`src/hdl/tbad_pkg.sv`:
```
// ----------------------------------------------------------------------------
// tbad_pkg: shared types and constants of the admission pacer
// Holds field widths, register indexes, fixed-point constants and the
// command and status bundles that pass between controller and datapath.
// ----------------------------------------------------------------------------
package tbad_pkg;

  localparam int TIME_BITS_DEF    = 48;
  localparam int BUSY_WAIT_US_DEF = 10000;

  localparam int RATE_W  = 16;
  localparam int LIMIT_W = 16;
  localparam int PEND_W  = 16;
  localparam int DELAY_W = 20;
  localparam int LEVEL_W = 36;
  localparam int CFG_W   = 16;
  localparam int CFG_IDX_W = 1;

  // One token expressed in micro-tokens.
  localparam logic [DELAY_W-1:0] MICRO = 20'd1000000;

  // Divider: numerator is need + rate - 1, below 2^21.
  localparam int NUM_W = DELAY_W + 1;
  localparam int CNT_W = 5;

  localparam logic [CFG_IDX_W-1:0] REG_RATE  = 1'd0;
  localparam logic [CFG_IDX_W-1:0] REG_LIMIT = 1'd1;

  localparam logic OP_QUERY  = 1'b0;
  localparam logic OP_RECORD = 1'b1;

  typedef struct packed {
    logic load_in;
    logic refill;
    logic add;
    logic eval;
    logic div_step;
    logic div_fin;
    logic load_out;
  } tbad_cmd_t;

  typedef struct packed {
    logic need_div;
    logic div_done;
  } tbad_sts_t;

endpackage

```
`src/hdl/tbad_ctrl.sv`:
```
// ----------------------------------------------------------------------------
// tbad_ctrl: sequencing controller
// Steps one request through refill, add, evaluation, division and output.
// ----------------------------------------------------------------------------
module tbad_ctrl import tbad_pkg::*; (
  input  logic      clk,
  input  logic      rst_n,
  input  logic      in_valid,
  output logic      in_ready,
  output logic      out_valid,
  input  logic      out_ready,
  output tbad_cmd_t cmd,
  input  tbad_sts_t sts
);

  localparam logic [2:0] S_IDLE   = 3'd0;
  localparam logic [2:0] S_REFILL = 3'd1;
  localparam logic [2:0] S_ADD    = 3'd2;
  localparam logic [2:0] S_EVAL   = 3'd3;
  localparam logic [2:0] S_DIV    = 3'd4;
  localparam logic [2:0] S_DONE   = 3'd5;

  logic [2:0] state_r, state_nxt;
  logic       out_valid_r, out_valid_nxt;

  always_comb begin
    state_nxt = state_r;
    cmd       = '0;
    case (state_r)
      S_IDLE: begin
        if (in_valid) begin
          cmd.load_in = 1'b1;
          state_nxt   = S_REFILL;
        end
      end
      S_REFILL: begin
        cmd.refill = 1'b1;
        state_nxt  = S_ADD;
      end
      S_ADD: begin
        cmd.add   = 1'b1;
        state_nxt = S_EVAL;
      end
      S_EVAL: begin
        cmd.eval  = 1'b1;
        state_nxt = sts.need_div ? S_DIV : S_DONE;
      end
      S_DIV: begin
        if (sts.div_done) begin
          cmd.div_fin = 1'b1;
          state_nxt   = S_DONE;
        end else begin
          cmd.div_step = 1'b1;
        end
      end
      S_DONE: begin
        if (!out_valid_r || out_ready) begin
          cmd.load_out = 1'b1;
          state_nxt    = S_IDLE;
        end
      end
      default: state_nxt = S_IDLE;
    endcase
  end

  always_comb begin
    out_valid_nxt = out_valid_r;
    if (cmd.load_out) begin
      out_valid_nxt = 1'b1;
    end else if (out_ready) begin
      out_valid_nxt = 1'b0;
    end
  end

  always_ff @(posedge clk) begin
    if (!rst_n) begin
      state_r     <= S_IDLE;
      out_valid_r <= 1'b0;
    end else begin
      state_r     <= state_nxt;
      out_valid_r <= out_valid_nxt;
    end
  end

  assign in_ready  = (state_r == S_IDLE);
  assign out_valid = out_valid_r;

endmodule

```
`src/hdl/tbad_dpath.sv`:
```
// ----------------------------------------------------------------------------
// tbad_dpath: bucket datapath
// Holds configuration, bucket state, the refill multiplier, a bit-serial
// restoring divider and the output register.
// ----------------------------------------------------------------------------
module tbad_dpath import tbad_pkg::*; #(
  parameter int TIME_BITS    = TIME_BITS_DEF,
  parameter int BUSY_WAIT_US = BUSY_WAIT_US_DEF
) (
  input  logic                 clk,
  input  logic                 rst_n,
  input  logic                 cfg_we,
  input  logic [CFG_IDX_W-1:0] cfg_index,
  input  logic [CFG_W-1:0]     cfg_wdata,
  input  logic                 in_operation,
  input  logic [TIME_BITS-1:0] in_now_us,
  input  logic [PEND_W-1:0]    in_pending_count,
  output logic [DELAY_W-1:0]   out_delay_us,
  input  tbad_cmd_t            cmd,
  output tbad_sts_t            sts
);

  localparam logic [DELAY_W-1:0] BUSY_WAIT = DELAY_W'(BUSY_WAIT_US);
  localparam logic [CNT_W-1:0]   DIV_STEPS = CNT_W'(NUM_W);

  logic [RATE_W-1:0]    rate_r;
  logic [LIMIT_W-1:0]   limit_r;
  logic [LEVEL_W-1:0]   cap_r;
  logic [LEVEL_W-1:0]   level_r;
  logic [TIME_BITS-1:0] last_r;
  logic                 seen_r;
  logic                 op_r;
  logic [TIME_BITS-1:0] now_r;
  logic [PEND_W-1:0]    pend_r;
  logic [LEVEL_W-1:0]   prod_r;
  logic                 add_r;
  logic                 busy_r;
  logic [RATE_W-1:0]    rem_r;
  logic [NUM_W-1:0]     quo_r;
  logic [CNT_W-1:0]     cnt_r;
  logic [DELAY_W-1:0]   res_r;
  logic [DELAY_W-1:0]   out_r;

  logic [RATE_W-1:0]    cfg_rate;
  logic [LEVEL_W-1:0]   cfg_cap;
  logic [TIME_BITS-1:0] elapsed;
  logic [LEVEL_W:0]     sum;
  logic                 level_low;
  logic [DELAY_W-1:0]   need;
  logic [NUM_W-1:0]     num;
  logic [RATE_W:0]      shifted;
  logic [RATE_W:0]      trial;
  logic [DELAY_W-1:0]   quo_res;

  // A rate of zero behaves as one.
  assign cfg_rate  = (cfg_wdata == '0) ? RATE_W'(1) : cfg_wdata;
  assign cfg_cap   = LEVEL_W'(cfg_rate) * LEVEL_W'(MICRO);
  assign elapsed   = now_r - last_r;
  assign sum       = {1'b0, level_r} + {1'b0, prod_r};
  assign level_low = level_r < LEVEL_W'(MICRO);
  assign need      = MICRO - level_r[DELAY_W-1:0];
  assign num       = {1'b0, need} + NUM_W'(rate_r) - NUM_W'(1);
  assign shifted   = {rem_r, quo_r[NUM_W-1]};
  assign trial     = shifted - {1'b0, rate_r};
  assign quo_res   = quo_r[DELAY_W-1:0];

  always_ff @(posedge clk) begin
    if (!rst_n) begin
      rate_r  <= RATE_W'(1);
      limit_r <= LIMIT_W'(64);
      cap_r   <= LEVEL_W'(MICRO);
      level_r <= LEVEL_W'(MICRO);
      last_r  <= '0;
      seen_r  <= 1'b0;
      add_r   <= 1'b0;
      cnt_r   <= '0;
    end else begin
      if (cfg_we) begin
        case (cfg_index)
          REG_RATE: begin
            rate_r  <= cfg_rate;
            cap_r   <= cfg_cap;
            level_r <= cfg_cap;
          end
          REG_LIMIT: begin
            limit_r <= (cfg_wdata == '0) ? LIMIT_W'(1) : cfg_wdata;
          end
          default: ;
        endcase
      end
      if (cmd.refill) begin
        add_r <= 1'b0;
        if (!seen_r) begin
          last_r <= now_r;
          seen_r <= 1'b1;
        end else if (now_r > last_r) begin
          last_r <= now_r;
          if (elapsed >= TIME_BITS'(MICRO)) begin
            level_r <= cap_r;
          end else begin
            add_r <= 1'b1;
          end
        end
      end
      if (cmd.add && add_r) begin
        level_r <= (sum > {1'b0, cap_r}) ? cap_r : sum[LEVEL_W-1:0];
      end
      if (cmd.eval) begin
        if (op_r == OP_RECORD) begin
          level_r <= level_low ? '0 : level_r - LEVEL_W'(MICRO);
        end else if (level_low) begin
          cnt_r <= DIV_STEPS;
        end
      end
      if (cmd.div_step) begin
        cnt_r <= cnt_r - CNT_W'(1);
      end
    end
  end

  // Payload registers.
  always_ff @(posedge clk) begin
    if (cmd.load_in) begin
      op_r   <= in_operation;
      now_r  <= in_now_us;
      pend_r <= in_pending_count;
    end
    if (cmd.refill) begin
      prod_r <= LEVEL_W'(elapsed[DELAY_W-1:0]) * LEVEL_W'(rate_r);
    end
    if (cmd.eval) begin
      busy_r <= (op_r == OP_QUERY) && (pend_r >= limit_r);
      rem_r  <= '0;
      quo_r  <= num;
      if (op_r == OP_RECORD) begin
        res_r <= '0;
      end else begin
        res_r <= (pend_r >= limit_r) ? BUSY_WAIT : '0;
      end
    end
    if (cmd.div_step) begin
      if (!trial[RATE_W]) begin
        rem_r <= trial[RATE_W-1:0];
        quo_r <= {quo_r[NUM_W-2:0], 1'b1};
      end else begin
        rem_r <= shifted[RATE_W-1:0];
        quo_r <= {quo_r[NUM_W-2:0], 1'b0};
      end
    end
    if (cmd.div_fin) begin
      res_r <= (busy_r && (BUSY_WAIT > quo_res)) ? BUSY_WAIT : quo_res;
    end
    if (cmd.load_out) begin
      out_r <= res_r;
    end
  end

  assign sts.need_div  = (op_r == OP_QUERY) && level_low;
  assign sts.div_done  = (cnt_r == '0);
  assign out_delay_us  = out_r;

endmodule

```
`src/hdl/token_bucket_admission_delay.sv`:
```
// ----------------------------------------------------------------------------
// token_bucket_admission_delay: token-bucket admission pacer
// Answers accept-delay queries and records accepts against a bucket kept in
// micro-tokens, refilled from microsecond timestamps.
// ----------------------------------------------------------------------------
// Sequence: a taken request passes through the refill, add and evaluation
// steps, and the division step when the one-token wait must be divided out;
// the 21-step bit-serial divider and its closing step run there. The result
// is loaded once any earlier result is taken; one request at a time.
// Reset (synchronous, rst_n low): rate 1, pending limit 64, bucket full,
// no time latched, no result pending.
// ----------------------------------------------------------------------------
module token_bucket_admission_delay import tbad_pkg::*; #(
  parameter int TIME_BITS    = TIME_BITS_DEF,
  parameter int BUSY_WAIT_US = BUSY_WAIT_US_DEF
) (
  input  logic                 clk,
  input  logic                 rst_n,
  input  logic                 cfg_we,
  input  logic [CFG_IDX_W-1:0] cfg_index,
  input  logic [CFG_W-1:0]     cfg_wdata,
  input  logic                 in_valid,
  output logic                 in_ready,
  input  logic                 in_operation,
  input  logic [TIME_BITS-1:0] in_now_us,
  input  logic [PEND_W-1:0]    in_pending_count,
  output logic                 out_valid,
  input  logic                 out_ready,
  output logic [DELAY_W-1:0]   out_delay_us
);

  // The controller walks each request through its steps; the datapath holds
  // all numeric state. They talk only through the command and status bundles.
  tbad_cmd_t cmd;
  tbad_sts_t sts;

  // The controller owns the output valid flag. The result sits in its own
  // register, so a new request can be taken and worked on while an earlier
  // result still waits for the consumer.
  tbad_ctrl u_ctrl (
    .clk       (clk),
    .rst_n     (rst_n),
    .in_valid  (in_valid),
    .in_ready  (in_ready),
    .out_valid (out_valid),
    .out_ready (out_ready),
    .cmd       (cmd),
    .sts       (sts)
  );

  // The datapath refills the bucket with a registered elapsed-times-rate
  // product, caps it at the full bucket, and for a query that finds less
  // than one token divides the shortfall by the rate, rounding up.
  tbad_dpath #(
    .TIME_BITS    (TIME_BITS),
    .BUSY_WAIT_US (BUSY_WAIT_US)
  ) u_dpath (
    .clk              (clk),
    .rst_n            (rst_n),
    .cfg_we           (cfg_we),
    .cfg_index        (cfg_index),
    .cfg_wdata        (cfg_wdata),
    .in_operation     (in_operation),
    .in_now_us        (in_now_us),
    .in_pending_count (in_pending_count),
    .out_delay_us     (out_delay_us),
    .cmd              (cmd),
    .sts              (sts)
  );

  // Once a request is taken, intake stays closed on the next cycle.
  a_one_at_a_time: assert property (@(posedge clk) disable iff (!rst_n)
    (in_valid && in_ready) |=> !in_ready)
    else $error("request accepted while another was in flight");

  // Loading the output register always raises the output valid flag.
  a_load_sets_valid: assert property (@(posedge clk) disable iff (!rst_n)
    cmd.load_out |=> out_valid)
    else $error("result loaded but not presented");

  // The divider is only stepped while it still has steps to run.
  a_div_bounded: assert property (@(posedge clk) disable iff (!rst_n)
    cmd.div_step |-> !sts.div_done)
    else $error("divider stepped past its last step");

  // No delay can exceed MICRO microseconds, the time to refill one token at rate one.
  a_delay_range: assert property (@(posedge clk) disable iff (!rst_n)
    out_valid |-> (out_delay_us <= MICRO))
    else $error("delay out of range");

endmodule
```
`config.mk`:
```
export PLATFORM = sky130hd
export DESIGN_NAME = token_bucket_admission_delay
export DESIGN_NICKNAME = d
export VERILOG_FILES = /design/src/hdl/tbad_pkg.sv /design/src/hdl/tbad_ctrl.sv /design/src/hdl/tbad_dpath.sv /design/src/hdl/token_bucket_admission_delay.sv
export SDC_FILE = /design/constraint.sdc
export NUM_CORES = 2
export LEC_CHECK = 0
export BUFFER_PORTS_ARGS = -buffer_cell sky130_fd_sc_hd__buf_2
export CAP_MARGIN = 0
export CORE_MARGIN = 2
export CORE_UTILIZATION = 55
export CTS_CLUSTER_DIAMETER = 80
export DETAILED_ROUTE_END_ITERATION = 6
export PLACE_DENSITY = 0.77
export SYNTH_ARGS = -nofsm -noshare
export SYNTH_HDL_FRONTEND = slang
export SYNTH_HIERARCHICAL = 1
export SYNTH_SLANG_ARGS = --single-unit
```
`constraint.sdc`:
```
create_clock -name clk -period 8.5 [get_ports clk]
set_input_delay 0.85 -clock clk [delete_from_list [all_inputs] [get_ports clk]]
set_output_delay 0.85 -clock clk [all_outputs]
set_load 0.02 [all_outputs]
```
---- After elaboration in Yosys (flattened, before gate mapping) ----
Cells that the tools add are included.
storage, ports and cells
  register bits ........................... 336
  bits in latches ......................... 0
  memory bits (writable) .................. 0
  ROM bits ................................ 0
  bits of input ports ..................... 87
  output and inout bits ................... 22
  logic and storage cells ................. 114
  memories ................................ 0
cells by class
  $add $sub $neg .......................... 8
  multiply operators ...................... 2
  divide/modulo/power cells ............... 0
  order comparisons ....................... 6
  equal/unequal tests ..................... 10
  shifts and indexed selects .............. 0
  muxes and demuxes ....................... 49
  bitwise gates (word level) .............. 2
  reduce and logical (&&, ||, !) cells .... 18
operator list
  cell                                                                              number
  36-bit 2-to-1 mux                                                                 11
  48-bit 2-to-1 mux                                                                 2
  20-bit 2-to-1 mux                                                                 4
  16-bit 2-to-1 mux                                                                 4
  48-bit by 20-bit >= comparator with 1-bit output, second input constant           1
  48-bit greater-than comparator                                                    1
  48-bit subtractor                                                                 1
  21-bit 2-to-1 mux                                                                 2
  36-bit by 36-bit adder with 37-bit output                                         1
  37-bit by 36-bit greater-than comparator with 1-bit output                        1
  36-bit by 20-bit < comparator with 1-bit output, second input constant            1
  20-bit by 16-bit multiplier with 36-bit output                                    1
  36-bit by 20-bit subtractor with 36-bit output, second input constant             1
  16-bit by 14-bit multiplier with 30-bit output, second input constant             1
  20-bit by 16-bit adder with 21-bit output                                         1
  21-bit by 1-bit subtractor with 21-bit output, second input constant              1
  14-bit by 20-bit greater-than comparator with 1-bit output, first input constant  1
  5-bit 2-to-1 mux                                                                  4
  20-bit subtractor, first input constant                                           1
  3-bit case mux with 6 select lines                                                1
  17-bit by 16-bit subtractor with 17-bit output                                    1
  16-bit >= comparator                                                              1
  16-bit logical NOT                                                                1
  1-bit 2-to-1 mux                                                                  16
  18 further kinds                                                                  35

---- Logic depth before layout (Yosys ltp) ----
  word-level depth ........................ 12
  mapped depth ............................ 35

---- Hierarchy ----
The synthesis kept the hierarchy.
modules (own cells, without submodules)
  module      instances  cells an instance  area an instance (µm²)  sequential area each (µm²)
  tbad_dpath  1          4,013              35,516.6                8,378.0
  tbad_ctrl   1          32                 267.8                   80.1

---- Worst setup path after synthesis ----
No wires, ideal clock.
  path kind ............................... register -> register
  from .................................... reg u_dpath.now_r[0]
  to ...................................... reg u_dpath.prod_r[30] (data pin)
  library setup time ...................... 258 ps
  data arrival time ....................... 8,224 ps
  data required time ...................... 8,242 ps
  path slack .............................. 18 ps
  cell stages (with the launch flop) ...... 36
  buffers on the path ..................... 3
  clock period less this slack ............ 8,482 ps
  cell sequence ........................... edfxtp_1 -> inv_1 -> ha_1 -> fa_1 -> nand2b_1 -> a21oi_1 -> o21a_1 -> buf_6 -> xor2_1 -> clkbuf_1 -> nand2_1 -> fa_1 -> inv_1 -> fa_1 -> inv_1 -> fa_1 -> fa_1 -> inv_1 -> fa_1 -> inv_1 -> fa_1 -> inv_1 -> ha_1 -> clkbuf_1 -> a21o_1 -> a21o_1 -> a21o_1 -> a2111oi_0 -> nor3_1 -> a311oi_1 -> a21oi_1 -> nor2b_1 -> o31a_1 -> a21o_1 -> a21oi_1 -> xnor2_1
on the way
  word-level cells in the longest chain between the ends .. 2
RTL lines
  item                                            RTL line           RTL
  from (decl)                                     tbad_dpath.sv:33   logic [TIME_BITS-1:0] now_r;
  from (signal assigned)                          tbad_dpath.sv:125  now_r <= in_now_us;
  48-bit subtractor                               tbad_dpath.sv:58   assign elapsed = now_r - last_r;
  20-bit by 16-bit multiplier with 36-bit output  tbad_dpath.sv:129  prod_r <= LEVEL_W'(elapsed[DELAY_W-1:0]) * LEVEL_W'(rate_r);
  to (signal assigned)                            tbad_dpath.sv:129
  to (decl)                                       tbad_dpath.sv:35   logic [LEVEL_W-1:0] prod_r;
Every way passes these cells.
A chain may end at the register's enable or synchronous reset.

---- Worst setup path after layout ----
  from .................................... reg u_dpath.now_r[5]
  to ...................................... reg u_dpath.prod_r[30] (data pin)
The elaborated chain is that of the path after synthesis.

==> metrics.yaml <==
status:
  status: "finished clean"
synthesis:
  synth.distinct_cells: 83
  synth-simple-area-share: 0.1648
  muxShareOfSynthArea: 0.02119
  synth_area_leaders: "fa_1 (17%), edfxtp_1 (15%), ha_1 (14%)"
  synth_edf_count: 179
  yosys.area_share.adder: 0.3128
  syn_avg_cell_area_sq_um: 8.847
  synth_cells: 4045
  syn_nets: 4843
  ys_warn_count: 6
  ys_ff_latch: 333
  synth.yosys.seq_area_share: 0.2364
  synth_top_flop_cell: "edfxtp_1"
  synthXorXnorAreaFrac: 0.04406
  synth_top_family_by_area: "adder cells"
  yosys.area.top_type_share: 0.1712
  synth-compound-area-share: 0.1409
  synth-async-reset-ratio: 0
  synth_most_common_cell: "inv_1"
  synth_area_sq_um: 35780
  yosysTopAreaCell: "fa_1"
  ys_top_cells_by_count: "inv_1 (582), nand2_1 (469), ha_1 (405), fa_1 (306), a21oi_1 (220)"
critical_path:
  critPathArrivalTime_ps: 8470
  ff2ff_setup_slack_ps: 350
  r2r_start: "u_dpath/now_r[5]"
  cp-start-kind: "flop"
  critPathRequiredTime_ps: 8830
  path_class: "flop to flop"
  ff2ff_path_depth: 30
  cp-end-kind: "flop"
  slowest_delay_ps: 530
  cp_slowest_cell: "fa_1"
  crit_top_cell: "fa_1"
  timing.critical_path.from: "u_dpath/now_r[5]"
  reg2reg_to: "u_dpath/prod_r[30]"
  crit_fanout: 4
timing:
  setup-tns-final_ps: 0
  slew_viol_final: 0
  finalHoldViolCount: 0
  finClkSkew_ps: 22.06
  max_freq_mhz: 122.7
  worst_pin_slew_ps: 1041
  setup_viol: 0
  layout_min_cycle_time_ps: 8149
  hold_slack_ps: 423.0
  worst_slack_ps: 351.2
  fin_crit_sh: 0.9587
  slew_headroom: 0.3049
final_layout:
  fillers: 5472
  areaGrowthSynthToFinish_pct: 9.654
  drive_gt1_frac: 0.08583
  final_core_util: 0.6098
  fin_nets: 4937
place:
  globalplace.congestion: 0.9583
  dp_hpwl_um: 73380
  place_ws_ps: -36.79
  port-buffer-count: 108
flow_run:
  cap_violations: 0
route:
  vias_per_cell: 5.714
  wl_um: 93570
  met1Wirelength_um: 38700
  drc_errors: 0
  num_vias: 28724
  firstDrtPassIters: 5
  wl_per_cell_um: 18.61
  dr_wl_met3_um: 6209
  routed.top_layer: "met4"
  routed-wl-met2_um: 44280
  drt-initial-drc-count: 2411
  ant_nets: 0
floorplanning:
  start_util: 0.5561
  rows: 93
  die_area_sq_um: 67120
  io_pins: 109
  die_w_um: 259.1
  core_sq_um: 64350
  die_height_um: 259.1
global_routing:
  first_global_vias: 28483
  globalRouteOverflowTotal: 0
  grt_max_degree: 90
  gr-usage-all-layers: 0.2787
  antenna_found_initial: 2
  grt_pass1_wl_um: 148800
clock_tree:
  cts_root_buf: "clkbuf_16"
  htreeDepth: 2
  cts_max_path_buffers: 3
  cts_made_buffers: 40
  tritoncts_num_sinks: 333
  cts_tree: "built"
  worst_skew_pair.late_latency_ps: 580
  clk_pin_slew_ps: 60
hold_path:
  hold_start: "u_dpath/res_r[9]"
  holdPathStages: 0
  whs_endpoint: "u_dpath/out_delay_us[9]"
  hold_class: "flop to flop"
power_and_ir_drop:
  power_density_nw_per_um2: 312.5
  p_leak_uw: 0.01800
  ir_drop_mv: 0.2818
[how the worst max path moves through the flow]
stage | slack, ps | depth (start not counted) | end
CTS | 7 | 33 | u_dpath/prod_r[31]
global placement | 30 | 33 | u_dpath/prod_r[32]
global route | -10 | 33 | u_dpath/prod_r[34]
finish | 350 | 30 | u_dpath/prod_r[30]
detailed placement | -40 | 33 | u_dpath/prod_r[32]
floorplan | 20 | 35 | u_dpath/prod_r[30]
[power breakdown]
part           switching [uW]  total [uW]  internal (uW)  leakage (uW)
sequential                197        2300           2110       0.00292
combinational            4760        8120           3360        0.0144
clock                     735        1830           1100      0.000669
total                    5690       12300           6570        0.0180
[logic make-up after synthesis]
family	Yosys count
fa+ha+maj	711
xor+xnor	180
mux	74
flops	333
buf+inv	747
compound gates	782
simple gates	1218
[what timing repair did]
item	4_1_cts	5_1_grt
endpoints found under the setup margin	3	9
hold buffers	0	0
gates resized for setup	1	43
buffers inserted	0	3
pin swaps	0	9
[final cells by class]
cell class | count | area, sq um | area share
antenna | 1 | 2.502 | 0.00006377
clock buffer | 48 | 1031 | 0.02627
clock inverter | 26 | 377.9 | 0.009630
timing repair buffer | 217 | 1378 | 0.03511
tap | 855 | 1070 | 0.02726
sequential | 333 | 8458 | 0.2156
inverter | 582 | 2185 | 0.05567
multi-input combinational | 2965 | 24740 | 0.6304
[per-stage QoR]
stage	std cells	total power, uW	cell area (sq um)
after floorplan	4045	8107	35780
after global placement	4949	9970	37590
after detailed placement	4949	10130	37590
after CTS	5023	12040	39010
after global routing	5026	13350	39240
final	5027	12260	39240
[flip-flops by register name, indices dropped and copies added (netlist names)]
signal / cells
u_ctrl/out_valid: 1
u_ctrl/state_r: 3
u_dpath/add_r: 1
u_dpath/busy_r: 1
u_dpath/cap_r: 27
u_dpath/cnt_r: 5
u_dpath/last_r: 48
u_dpath/level_r: 36
u_dpath/limit_r: 16
u_dpath/now_r: 48
u_dpath/op_r: 1
u_dpath/out_delay_us: 20
u_dpath/pend_r: 16
u_dpath/prod_r: 36
u_dpath/quo_r: 21
u_dpath/rate_r: 16
u_dpath/rem_r: 16
u_dpath/res_r: 20
u_dpath/seen_r: 1
[worst max-delay path, delay by kind of cell (launching register included)]
kind                       cells  cell delay [ps]
xor gates and xnor gates       1               70
AOI/OAI and AO/OA             12             2660
DFF                            1              440
adders and majority gates      8             3570
and+or+nand+nor                5              830
buffers and inverters          4              310
[per-layer routing]
layer	global-route usage	vias to the layer above
li1	-	13774
met1	0.3547	13692
met2	0.4722	1010
met3	0.04286	248
met4	0.1179	0
met5	0	-
[placed cells by master (no fill, tap or decap), types with 17 or more instances in the layout]
cell,netlist,layout
a21oi_1,220,210
buf_4,5,108
a21o_1,80,80
inv_1,582,582
nor2_1,191,187
nand4_1,30,30
clkbuf_16,0,40
xnor2_1,128,123
mux2i_1,69,69
nor3_1,78,77
buf_2,12,107
nor4_1,17,17
o211ai_1,24,24
a21boi_0,42,42
or3_1,26,26
o21ai_0,180,177
o21a_1,34,33
ha_1,405,402
and3_1,32,31
xor2_1,52,52
a211oi_1,29,26
and2_1,134,134
nand2_1,469,468
edfxtp_1,179,179
a31oi_1,26,25
o21bai_1,17,17
dfxtp_1,154,154
fa_1,306,305
nand2b_1,38,36
nand3_1,48,48
nor2b_1,105,103
No activity file was read; power rests on OpenSTA's default activity.
